[config.mk]
export PLATFORM = sky130hd
export DESIGN_NAME = adjacency_matrix_graph_store
export DESIGN_NICKNAME = d
export VERILOG_FILES = /design/src/hdl/amgs_pkg.sv /design/src/hdl/adjacency_matrix_graph_store.sv /design/src/hdl/amgs_matrix.sv /design/src/hdl/amgs_row_upd.sv /design/src/hdl/amgs_ctrl.sv
export SDC_FILE = /design/constraint.sdc
export NUM_CORES = 1
export LEC_CHECK = 0
export CELL_PAD_IN_SITES_DETAIL_PLACEMENT = 0
export CELL_PAD_IN_SITES_GLOBAL_PLACEMENT = 1
export CORE_UTILIZATION = 35
export DETAILED_ROUTE_END_ITERATION = 16
export DONT_BUFFER_PORTS = 1
export PLACE_DENSITY_LB_ADDON = 0.1
export SYNTH_ARGS = -nofsm -noshare
export SYNTH_HDL_FRONTEND = slang
export SYNTH_SLANG_ARGS = --single-unit
[constraint.sdc]
create_clock -name clk_i -period 3.64 [get_ports clk_i]
set_input_delay 0.182 -clock clk_i [delete_from_list [all_inputs] [get_ports clk_i]]
set_output_delay 0.182 -clock clk_i [all_outputs]
set_load 0.02 [all_outputs]
[src/hdl/amgs_pkg.sv]
// Shared types and codes for the adjacency matrix graph store.
// Used by the sequencer, the row update logic and the top level.
package amgs_pkg;

  // Request codes carried on req_type
  typedef enum logic [2:0] {
    REQ_INS_VTX  = 3'd0,
    REQ_DEL_VTX  = 3'd1,
    REQ_INS_EDGE = 3'd2,
    REQ_DEL_EDGE = 3'd3,
    REQ_LIST     = 3'd4
  } req_e;

  // Cell codes held in the matrix
  localparam logic [1:0] CELL_ABSENT = 2'd0;
  localparam logic [1:0] CELL_NOEDGE = 2'd1;
  localparam logic [1:0] CELL_EDGE   = 2'd2;

  // Kind of row rewrite applied during a walk
  typedef enum logic {
    UPD_VERTEX = 1'b0,
    UPD_EDGE   = 1'b1
  } upd_kind_e;

  // One result beat handed from the sequencer to the output register
  typedef struct packed {
    logic [3:0] neighbor;
    logic       neighbor_valid;
    logic       last;
    logic       ignored;
    logic       is_empty;
    logic       is_full;
    logic [4:0] vertex_count;
  } result_t;

endpackage

[src/hdl/adjacency_matrix_graph_store.sv]
// Adjacency matrix graph store, top level: sequencer, matrix memory, output beat register.
// After reset the matrix is cleared one row a cycle; no request is taken meanwhile.
// Vertex insert/delete walks the rows below the span, then the vertex row if past it (span is
// the count after an insert, before a delete); an edge walks one or two rows; a list reads its row.
// The pace is one matrix row read and written back per cycle through the single memory port pair.
// Depends on amgs_pkg, amgs_matrix, amgs_ctrl.
module adjacency_matrix_graph_store
  import amgs_pkg::*;
#(
  parameter int MAX_VERTICES = 16
) (
  input  logic       clk_i,
  input  logic       rst_ni,
  input  logic       in_valid_i,
  output logic       in_ready_o,
  input  logic [2:0] req_type_i,
  input  logic [3:0] vertex_a_i,
  input  logic [3:0] vertex_b_i,
  output logic       out_valid_o,
  input  logic       out_ready_i,
  output logic [3:0] neighbor_o,
  output logic       neighbor_valid_o,
  output logic       last_o,
  output logic       ignored_o,
  output logic       is_empty_o,
  output logic       is_full_o,
  output logic [4:0] vertex_count_o
);

  localparam int RW = $clog2(MAX_VERTICES);

  logic                      rd_en, wr_en;
  logic [RW-1:0]             rd_addr, wr_addr;
  logic [2*MAX_VERTICES-1:0] rd_data, wr_data;
  logic                      res_load, slot_free;
  result_t                   res, res_q;
  logic                      out_valid_q;

  amgs_matrix #(
    .MAX_VERTICES(MAX_VERTICES)
  ) u_matrix (
    .clk_i    (clk_i),
    .rd_en_i  (rd_en),
    .rd_addr_i(rd_addr),
    .rd_data_o(rd_data),
    .wr_en_i  (wr_en),
    .wr_addr_i(wr_addr),
    .wr_data_i(wr_data)
  );

  amgs_ctrl #(
    .MAX_VERTICES(MAX_VERTICES)
  ) u_ctrl (
    .clk_i      (clk_i),
    .rst_ni     (rst_ni),
    .in_valid_i (in_valid_i),
    .in_ready_o (in_ready_o),
    .req_type_i (req_type_i),
    .vertex_a_i (vertex_a_i),
    .vertex_b_i (vertex_b_i),
    .slot_free_i(slot_free),
    .res_load_o (res_load),
    .res_o      (res),
    .rd_en_o    (rd_en),
    .rd_addr_o  (rd_addr),
    .rd_data_i  (rd_data),
    .wr_en_o    (wr_en),
    .wr_addr_o  (wr_addr),
    .wr_data_o  (wr_data)
  );

  // Output beat register: free when empty or being taken
  assign slot_free = !out_valid_q || out_ready_i;

  always_ff @(posedge clk_i or negedge rst_ni) begin
    if (!rst_ni) begin
      out_valid_q <= 1'b0;
    end else if (slot_free) begin
      out_valid_q <= res_load;
    end
  end

  always_ff @(posedge clk_i) begin
    if (res_load && slot_free) begin
      res_q <= res;
    end
  end

  assign out_valid_o      = out_valid_q;
  assign neighbor_o       = res_q.neighbor;
  assign neighbor_valid_o = res_q.neighbor_valid;
  assign last_o           = res_q.last;
  assign ignored_o        = res_q.ignored;
  assign is_empty_o       = res_q.is_empty;
  assign is_full_o        = res_q.is_full;
  assign vertex_count_o   = res_q.vertex_count;

`ifndef ASSERT_OFF
  a_no_overwrite: assert property (@(posedge clk_i) disable iff (!rst_ni)
    res_load |-> slot_free)
    else $error("result beat loaded while output register is held");

  a_found_not_ignored: assert property (@(posedge clk_i) disable iff (!rst_ni)
    out_valid_o && neighbor_valid_o |-> !ignored_o)
    else $error("neighbor beat flagged as ignored");

  a_ignored_is_last: assert property (@(posedge clk_i) disable iff (!rst_ni)
    out_valid_o && ignored_o |-> last_o)
    else $error("ignored request produced more than one beat");

  a_empty_beat: assert property (@(posedge clk_i) disable iff (!rst_ni)
    out_valid_o && !neighbor_valid_o |-> (neighbor_o == 4'd0) && last_o)
    else $error("beat without neighbor is not a clean final beat");

  a_busy_no_ready: assert property (@(posedge clk_i) disable iff (!rst_ni)
    wr_en && in_ready_o |-> 1'b0)
    else $error("matrix written while a new request can be taken");
`endif

endmodule

[src/hdl/amgs_matrix.sv]
// Cell matrix storage: one row of two-bit cells per entry.
// One write and one registered read per cycle; no package dependency.
module amgs_matrix #(
  parameter int MAX_VERTICES = 16
) (
  input  logic                                clk_i,
  input  logic                                rd_en_i,
  input  logic [$clog2(MAX_VERTICES)-1:0]     rd_addr_i,
  output logic [2*MAX_VERTICES-1:0]           rd_data_o,
  input  logic                                wr_en_i,
  input  logic [$clog2(MAX_VERTICES)-1:0]     wr_addr_i,
  input  logic [2*MAX_VERTICES-1:0]           wr_data_i
);

  logic [2*MAX_VERTICES-1:0] mem_q [MAX_VERTICES];
  logic [2*MAX_VERTICES-1:0] rd_data_q;

  // Write one row
  always_ff @(posedge clk_i) begin
    if (wr_en_i) begin
      mem_q[wr_addr_i] <= wr_data_i;
    end
  end

  // Read one row, registered
  always_ff @(posedge clk_i) begin
    if (rd_en_i) begin
      rd_data_q <= mem_q[rd_addr_i];
    end
  end

  assign rd_data_o = rd_data_q;

endmodule

[src/hdl/amgs_row_upd.sv]
// Row rewrite for vertex and edge requests: one matrix row in, one out.
// Depends on amgs_pkg for cell and update kind codes.
module amgs_row_upd
  import amgs_pkg::*;
#(
  parameter int MAX_VERTICES = 16
) (
  input  upd_kind_e                           kind_i,
  input  logic [1:0]                          val_i,
  input  logic [$clog2(MAX_VERTICES)-1:0]     row_i,
  input  logic [$clog2(MAX_VERTICES)-1:0]     a_row_i,
  input  logic [$clog2(MAX_VERTICES)-1:0]     b_row_i,
  input  logic [$clog2(MAX_VERTICES+1)-1:0]   span_i,
  input  logic [2*MAX_VERTICES-1:0]           old_i,
  output logic [2*MAX_VERTICES-1:0]           new_o
);

  localparam int RW = $clog2(MAX_VERTICES);
  localparam int CW = $clog2(MAX_VERTICES + 1);

  // Set the cells of the vertex row and column below the span,
  // or the one symmetric cell of an edge in this row
  always_comb begin
    new_o = old_i;
    for (int j = 0; j < MAX_VERTICES; j++) begin
      case (kind_i)
        UPD_VERTEX: begin
          if ((row_i == a_row_i && CW'(j) < span_i) ||
              (RW'(j) == a_row_i && CW'(row_i) < span_i)) begin
            new_o[2*j +: 2] = val_i;
          end
        end
        UPD_EDGE: begin
          if ((row_i == a_row_i && RW'(j) == b_row_i) ||
              (row_i == b_row_i && RW'(j) == a_row_i)) begin
            new_o[2*j +: 2] = val_i;
          end
        end
        default: new_o[2*j +: 2] = old_i[2*j +: 2];
      endcase
    end
  end

endmodule

[src/hdl/amgs_ctrl.sv]
// Request sequencer: clears the matrix after reset, walks rows with
// read-modify-write, scans a row for neighbors and builds result beats.
// Depends on amgs_pkg, amgs_row_upd.
module amgs_ctrl
  import amgs_pkg::*;
#(
  parameter int MAX_VERTICES = 16
) (
  input  logic                                clk_i,
  input  logic                                rst_ni,
  input  logic                                in_valid_i,
  output logic                                in_ready_o,
  input  logic [2:0]                          req_type_i,
  input  logic [3:0]                          vertex_a_i,
  input  logic [3:0]                          vertex_b_i,
  input  logic                                slot_free_i,
  output logic                                res_load_o,
  output result_t                             res_o,
  output logic                                rd_en_o,
  output logic [$clog2(MAX_VERTICES)-1:0]     rd_addr_o,
  input  logic [2*MAX_VERTICES-1:0]           rd_data_i,
  output logic                                wr_en_o,
  output logic [$clog2(MAX_VERTICES)-1:0]     wr_addr_o,
  output logic [2*MAX_VERTICES-1:0]           wr_data_o
);

  localparam int RW  = $clog2(MAX_VERTICES);
  localparam int CW  = $clog2(MAX_VERTICES + 1);
  localparam int AW  = (CW > 4) ? CW : 4;
  localparam int LW  = (MAX_VERTICES < 16) ? MAX_VERTICES : 16;
  localparam int LIW = (LW > 1) ? $clog2(LW) : 1;
  localparam logic [AW-1:0] MaxExt  = AW'(MAX_VERTICES);
  localparam logic [CW-1:0] MaxCnt  = CW'(MAX_VERTICES);
  localparam logic [RW-1:0] LastRow = RW'(MAX_VERTICES - 1);

  typedef enum logic [2:0] {
    ST_CLEAR,
    ST_IDLE,
    ST_WALK,
    ST_DRAIN,
    ST_LIST_WAIT,
    ST_LIST_EMIT,
    ST_EMIT
  } state_e;

  state_e          state_q, state_d;
  upd_kind_e       kind_q, kind_d;
  logic [1:0]      val_q, val_d;
  logic [RW-1:0]   a_row_q, a_row_d;
  logic [RW-1:0]   b_row_q, b_row_d;
  logic [CW-1:0]   cnt_q, cnt_d;
  logic [CW-1:0]   span_q, span_d;
  logic [RW-1:0]   ptr_q, ptr_d;
  logic            phase_q, phase_d;
  logic            ign_q, ign_d;
  logic            wb_q, wb_d;
  logic [RW-1:0]   wb_row_q, wb_row_d;
  logic [LW-1:0]   mask_q, mask_d;

  logic [AW-1:0]   a_ext, b_ext, cnt_ext;
  logic [2*MAX_VERTICES-1:0] row_new;
  logic [LIW-1:0]  low_idx;
  logic [LW-1:0]   mask_rest;
  logic            is_empty, is_full;
  logic [4:0]      count_out;

  assign a_ext   = AW'(vertex_a_i);
  assign b_ext   = AW'(vertex_b_i);
  assign cnt_ext = AW'(cnt_q);

  assign is_empty  = (cnt_q == '0);
  assign is_full   = (cnt_q == MaxCnt);
  assign count_out = 5'(cnt_q);

  assign in_ready_o = (state_q == ST_IDLE);

  // Rewrite the row read in the previous cycle
  amgs_row_upd #(
    .MAX_VERTICES(MAX_VERTICES)
  ) u_row_upd (
    .kind_i (kind_q),
    .val_i  (val_q),
    .row_i  (wb_row_q),
    .a_row_i(a_row_q),
    .b_row_i(b_row_q),
    .span_i (span_q),
    .old_i  (rd_data_i),
    .new_o  (row_new)
  );

  // Find the lowest pending neighbor
  always_comb begin
    low_idx = '0;
    for (int j = LW - 1; j >= 0; j--) begin
      if (mask_q[j]) begin
        low_idx = LIW'(j);
      end
    end
  end

  assign mask_rest = mask_q & (mask_q - LW'(1));

  // Write port: clearing pass or writeback of a walked row
  always_comb begin
    if (state_q == ST_CLEAR) begin
      wr_en_o   = 1'b1;
      wr_addr_o = ptr_q;
      wr_data_o = '0;
    end else begin
      wr_en_o   = wb_q;
      wr_addr_o = wb_row_q;
      wr_data_o = row_new;
    end
  end

  // Sequencer next state
  always_comb begin
    state_d   = state_q;
    kind_d    = kind_q;
    val_d     = val_q;
    a_row_d   = a_row_q;
    b_row_d   = b_row_q;
    cnt_d     = cnt_q;
    span_d    = span_q;
    ptr_d     = ptr_q;
    phase_d   = phase_q;
    ign_d     = ign_q;
    wb_d      = 1'b0;
    wb_row_d  = wb_row_q;
    mask_d    = mask_q;
    rd_en_o   = 1'b0;
    rd_addr_o = ptr_q;
    res_load_o = 1'b0;
    res_o      = '{neighbor: '0, neighbor_valid: 1'b0, last: 1'b1,
                   ignored: ign_q, is_empty: is_empty, is_full: is_full,
                   vertex_count: count_out};

    unique case (state_q)
      ST_CLEAR: begin
        if (ptr_q == LastRow) begin
          ptr_d   = '0;
          state_d = ST_IDLE;
        end else begin
          ptr_d = ptr_q + RW'(1);
        end
      end

      ST_IDLE: begin
        if (in_valid_i) begin
          a_row_d = RW'(vertex_a_i);
          b_row_d = RW'(vertex_b_i);
          ign_d   = 1'b0;
          ptr_d   = '0;
          phase_d = 1'b0;
          state_d = ST_EMIT;
          unique case (req_e'(req_type_i)) inside
            REQ_INS_VTX: begin
              if (cnt_q == MaxCnt || a_ext >= MaxExt) begin
                ign_d = 1'b1;
              end else begin
                cnt_d   = cnt_q + CW'(1);
                span_d  = cnt_q + CW'(1);
                kind_d  = UPD_VERTEX;
                val_d   = CELL_NOEDGE;
                state_d = ST_WALK;
              end
            end
            REQ_DEL_VTX: begin
              if (cnt_q == '0 || a_ext >= MaxExt) begin
                ign_d = 1'b1;
              end else begin
                cnt_d   = cnt_q - CW'(1);
                span_d  = cnt_q;
                kind_d  = UPD_VERTEX;
                val_d   = CELL_ABSENT;
                state_d = ST_WALK;
              end
            end
            REQ_INS_EDGE, REQ_DEL_EDGE: begin
              if (a_ext > cnt_ext || b_ext > cnt_ext ||
                  a_ext >= MaxExt || b_ext >= MaxExt) begin
                ign_d = 1'b1;
              end else begin
                kind_d  = UPD_EDGE;
                val_d   = (req_e'(req_type_i) == REQ_INS_EDGE) ? CELL_EDGE : CELL_NOEDGE;
                ptr_d   = RW'(vertex_a_i);
                state_d = ST_WALK;
              end
            end
            REQ_LIST: begin
              if (a_ext >= MaxExt) begin
                ign_d = 1'b1;
              end else begin
                rd_en_o   = 1'b1;
                rd_addr_o = RW'(vertex_a_i);
                state_d   = ST_LIST_WAIT;
              end
            end
            default: ign_d = 1'b1;
          endcase
        end
      end

      ST_WALK: begin
        // Read one row; it is written back next cycle
        rd_en_o   = 1'b1;
        rd_addr_o = ptr_q;
        wb_d      = 1'b1;
        wb_row_d  = ptr_q;
        if (kind_q == UPD_EDGE) begin
          if (!phase_q && b_row_q != a_row_q) begin
            ptr_d   = b_row_q;
            phase_d = 1'b1;
          end else begin
            state_d = ST_DRAIN;
          end
        end else if (phase_q) begin
          state_d = ST_DRAIN;
        end else if (CW'(ptr_q) == span_q - CW'(1)) begin
          if (CW'(a_row_q) >= span_q) begin
            ptr_d   = a_row_q;
            phase_d = 1'b1;
          end else begin
            state_d = ST_DRAIN;
          end
        end else begin
          ptr_d = ptr_q + RW'(1);
        end
      end

      ST_DRAIN: begin
        state_d = ST_EMIT;
      end

      ST_LIST_WAIT: begin
        for (int j = 0; j < LW; j++) begin
          mask_d[j] = (rd_data_i[2*j +: 2] == CELL_EDGE);
        end
        state_d = ST_LIST_EMIT;
      end

      ST_LIST_EMIT: begin
        if (slot_free_i) begin
          res_load_o = 1'b1;
          if (mask_q == '0) begin
            state_d = ST_IDLE;
          end else begin
            res_o.neighbor       = 4'(low_idx);
            res_o.neighbor_valid = 1'b1;
            res_o.last           = (mask_rest == '0);
            mask_d               = mask_rest;
            if (mask_rest == '0) begin
              state_d = ST_IDLE;
            end
          end
        end
      end

      ST_EMIT: begin
        if (slot_free_i) begin
          res_load_o = 1'b1;
          state_d    = ST_IDLE;
        end
      end

      default: state_d = ST_IDLE;
    endcase
  end

  // Hold state and registered control
  always_ff @(posedge clk_i or negedge rst_ni) begin
    if (!rst_ni) begin
      state_q  <= ST_CLEAR;
      cnt_q    <= '0;
      ptr_q    <= '0;
      phase_q  <= 1'b0;
      ign_q    <= 1'b0;
      wb_q     <= 1'b0;
      kind_q   <= UPD_VERTEX;
      val_q    <= CELL_ABSENT;
      a_row_q  <= '0;
      b_row_q  <= '0;
      span_q   <= '0;
      wb_row_q <= '0;
      mask_q   <= '0;
    end else begin
      state_q  <= state_d;
      cnt_q    <= cnt_d;
      ptr_q    <= ptr_d;
      phase_q  <= phase_d;
      ign_q    <= ign_d;
      wb_q     <= wb_d;
      kind_q   <= kind_d;
      val_q    <= val_d;
      a_row_q  <= a_row_d;
      b_row_q  <= b_row_d;
      span_q   <= span_d;
      wb_row_q <= wb_row_d;
      mask_q   <= mask_d;
    end
  end

endmodule

==> impl_metrics.csv <==
group,metric,value,unit
worst_setup_path,critPathArrivalTime,3.63,ns
worst_setup_path,path_max_fanout,16,
sta,rsz_0062_raised_after_global_routing,"no",
floorplanning,chipHeight,275.6,µm
cts,root_buffer,"sky130_fd_sc_hd__clkbuf_16",
floorplanning,initial_utilization,35.67,%
worst_setup_path,r2r_end,"u_matrix.mem_q[5][13]",
grt,grt_max_degree,53,
placement,place_congestion,0.8510,
cts,clock_tree.buffer_depth,3,
worst_hold_path,min_from,"req_type_i[2]",
grt,groute.usage.overall,21.06,%
drt,vias_per_cell,5.475,
final_layout,design.final.nets,1861,
worst_hold_path,hold_path_depth,2,
logic_synthesis,post_synth.cell_area_avg,14.96,µm²
worst_setup_path,worstReg2RegStart,"u_ctrl.wb_row_q[1]",
grt,grt_pass1_vias,15510,
sta,tightest_slew,1.047,ns
final_layout,register_area,0.01806,mm²
final_layout,n_antenna_cell,0,
final_layout,final_common_cell,"sky130_fd_sc_hd__edfxtp_1",
logic_synthesis,synth-edff-count,558,
final_layout,post_route_cells_drive_above_1_share,13.30,%
worst_setup_path,worst-r2r-cell-count,9,
drt,drt_pass1_iterations,5,
placement,place.detailed.hpwl,42050,µm
logic_synthesis,yosysSeqAreaShare,68.91,%
logic_synthesis,synthesis.instances,1751,
floorplanning,num_io_pins,31,
drt,drt_iter0_markers,1180,
logic_synthesis,postSynth.asyncResetShare,8.525,%
worst_setup_path,cp.required,3.93,ns
sta,max_freq,0.2993,GHz
worst_setup_path,max_stage_delay,0.77,ns
worst_setup_path,setup.reg_to_reg.worst_slack,0.30,ns
floorplanning,floorplan.die.width,275.6,µm
flow_run,max_cap_viol_count,0,
worst_setup_path,cell_repeated_most_along_the_worst_path,"sky130_fd_sc_hd__nor2_1",
worst_setup_path,slowest_stage,"sky130_fd_sc_hd__nor2_1",
floorplanning,floorplan.die_area,0.07596,mm²
drt,route.antenna.remaining_nets,0,
logic_synthesis,postSynthNetCount,1788,
sta,period_minus_slack,3.341,ns
drt,vias,15540,
logic_synthesis,synth_seq_cells,610,
worst_setup_path,worstSetupPathType,"register to register",
final_layout,final.fill_count,6647,
worst_hold_path,holdCritPathClass,"input port to register",
power_and_ir_drop,leakagePower,0.01127,µW
final_layout,flow.area_growth_from_synthesis,16.40,%
logic_synthesis,mappedNetlistArea,0.02620,mm²
cts,clock-sinks,610,
cts,clock_insertion_delay_worst_skew,0.62,ns
power_and_ir_drop,vdd.ir_drop.worst,0.3013,mV
outcome,run_status,"completed",
drt,remaining_drc_errors,0,
floorplanning,fp.coreArea,0.07345,mm²
worst_setup_path,critical_path.endpoint_type,"register",
drt,routed_wl,78460,µm
sta,fin_ws,0.2993,ns
grt,grt_remaining_overflow,0,
worst_setup_path,timing.critical_path.from_type,"register",
final_layout,mostFrequentLayoutCells,"sky130_fd_sc_hd__edfxtp_1 (558), sky130_fd_sc_hd__mux2i_1 (292), sky130_fd_sc_hd__o22ai_1 (131)",
worst_hold_path,worstHoldEndpoint,"u_ctrl.ign_q",
power_and_ir_drop,power-per-cell-area,894.2,mW/mm²
floorplanning,placementRows,99,
sta,report.final.setup_viol,0,
sta,slew_violations,0,
placement,placement.io_buffers,0,
logic_synthesis,yosysWarningCount,0,
sta,setup_tns,0,ns
grt,grt_pass1_wl,113600,µm
sta,timing.final.hold_violations,0,
placement,dp_slack,0.2745,ns
sta,finalHoldWorstSlack,0.04412,ns
sta,remaining_max_slew_budget_at_the_tightest_pin,29.85,%
grt,initial_antenna_violation_count,0,
worst_setup_path,cp_cell_sequence,"ha_1 -> inv_1 -> o21ai_0 -> nand3_1 -> a311oi_1 -> nor2_1 -> buf_4 -> mux2i_1 -> nor2_1",
drt,route.detailed.wl_per_inst,27.65,µm
cts,cts-buffers-inserted,71,
sta,min_period_over_period,91.78,%
cts,ctsHtreeMaxLevel,3,
cts,clk_pin_slew,0.06,ns
logic_synthesis,ys.flop_type,"sky130_fd_sc_hd__edfxtp_1",
logic_synthesis,yosysUniqueCellTypes,75,
cts,clock_tree_from_tritoncts,"yes",
final_layout,area_of_the_multi_input_gates,0.007562,mm²
sta,finClkSkew,0.02342,ns
-- layout make-up --
class                   count  area share [%]
well taps                 959           3.934
flip-flops and latches    610           59.20
repair buffers            117           4.324
clock buffers              82           6.096
multi-input cells         983           24.79
clock inverters            46           1.145
inverters                  41          0.5046
-- worst max-delay path: cells and delay by family, from the launching register on --
family | cells | cell delay [ns]
flip-flops | 1 | 0.48
AND/OR/NAND/NOR | 3 | 1.20
multiplexers | 1 | 0.17
adder cells (fa/ha/maj) | 1 | 0.33
AO/OA/AOI/OAI | 2 | 0.64
buffers and inverters | 2 | 0.22
-- metrics by stage --
stage	instance area, µm²	total power, µW	util [%]	instances
2_1_floorplan	26200	16820	-	1751
3_3_place_gp	28080	20490	38.22	2691
3_5_place_dp	28080	20570	38.22	2691
4_1_cts	30490	27490	41.51	2838
5_1_grt	30500	28660	41.52	2838
6_report	30500	27270	41.52	2838
-- worst max-delay path by stage --
stage / slack (ns) / to / depth (start not counted) / start
floorplan: 0.48 / u_matrix.mem_q[12][0] / 6 / u_ctrl.state_q[2]
global placement: 0.28 / u_matrix.mem_q[8][16] / 9 / u_ctrl.wb_row_q[1]
detailed placement: 0.27 / u_matrix.mem_q[9][16] / 8 / u_ctrl.wb_row_q[1]
CTS: 0.27 / u_matrix.mem_q[12][16] / 8 / u_ctrl.wb_row_q[1]
global route: 0.01 / u_matrix.mem_q[13][29] / 8 / u_ctrl.wb_row_q[1]
finish: 0.30 / u_matrix.mem_q[5][13] / 9 / u_ctrl.wb_row_q[1]
-- flip-flops by register name, indices dropped and copies added, names as in the netlist, 2 cells and up --
signal / cells
u_ctrl.span_q: 5
u_ctrl.mask_q: 16
u_ctrl.cnt_ext: 5
u_ctrl.wb_row_q: 4
u_ctrl.a_row_q: 4
u_matrix.rd_data_o: 32
u_matrix.mem_q: 512
u_ctrl.val_q: 2
u_ctrl.b_row_q: 4
u_ctrl.ptr_q: 4
neighbor_o: 4
u_ctrl.state_q: 3
vertex_count_o: 5
-- repair_timing --
action,in CTS,in global routing
endpoints found under the hold margin,69,0
hold buffers,19,0
buffers inserted,0,0
gates resized for setup,0,3
setup endpoints to repair,0,39
-- power by group --
group          switching [µW]  internal (µW)
Combinational            6300           3370
Clock                    2870           3900
Sequential                729          10100
Total                    9900          17400
-- routing by layer --
metal | GRT usage (%) | vias to the layer above | share of wire (%)
li1 | - | 7012 | -
met1 | 28.09 | 7976 | 44
met2 | 35.28 | 447 | 49
met3 | 3.010 | 102 | 4.6
met4 | 6.775 | 0 | 2.6
met5 | 0 | - | 0
-- logic make-up after synthesis --
kind of cell | Yosys count | share of synthesized area, %
adders and majority gates | 23 | 1.093
buffers and inverters | 158 | 2.870
xor gates and xnor gates | 28 | 0.9359
muxes | 298 | 11.42
and+or+nand+nor | 310 | 6.217
AOI/OAI and AO/OA | 324 | 8.548
DFF | 610 | 68.91
-- synthesized netlist by cell type, types with 8 or more instances --
cell                         n  area (µm²)
sky130_fd_sc_hd__edfxtp_1  558       16760
sky130_fd_sc_hd__mux2i_1   292        2923
sky130_fd_sc_hd__o22ai_1   131       819.5
sky130_fd_sc_hd__nor2_1     93       349.1
sky130_fd_sc_hd__nand2_1    71       266.5
sky130_fd_sc_hd__clkbuf_1   55       206.5
sky130_fd_sc_hd__dfrtp_1    52        1301
sky130_fd_sc_hd__o21ai_0    43       215.2
sky130_fd_sc_hd__a21oi_1    41       205.2
sky130_fd_sc_hd__inv_1      40       150.1
sky130_fd_sc_hd__buf_2      36       180.2
sky130_fd_sc_hd__or4_1      33       247.7
sky130_fd_sc_hd__nor3_1     26       130.1
sky130_fd_sc_hd__ha_1       22       275.3
sky130_fd_sc_hd__xnor2_1    20       175.2
sky130_fd_sc_hd__buf_4      17       127.6
sky130_fd_sc_hd__a31oi_1    16       100.1
sky130_fd_sc_hd__a32o_1     15       150.1
sky130_fd_sc_hd__nor2b_1    14       87.58
sky130_fd_sc_hd__nand3_1    13       65.06
sky130_fd_sc_hd__a211oi_1    8       60.06
sky130_fd_sc_hd__xor2_1      8       70.07
Power figures use the tool's default switching activity.
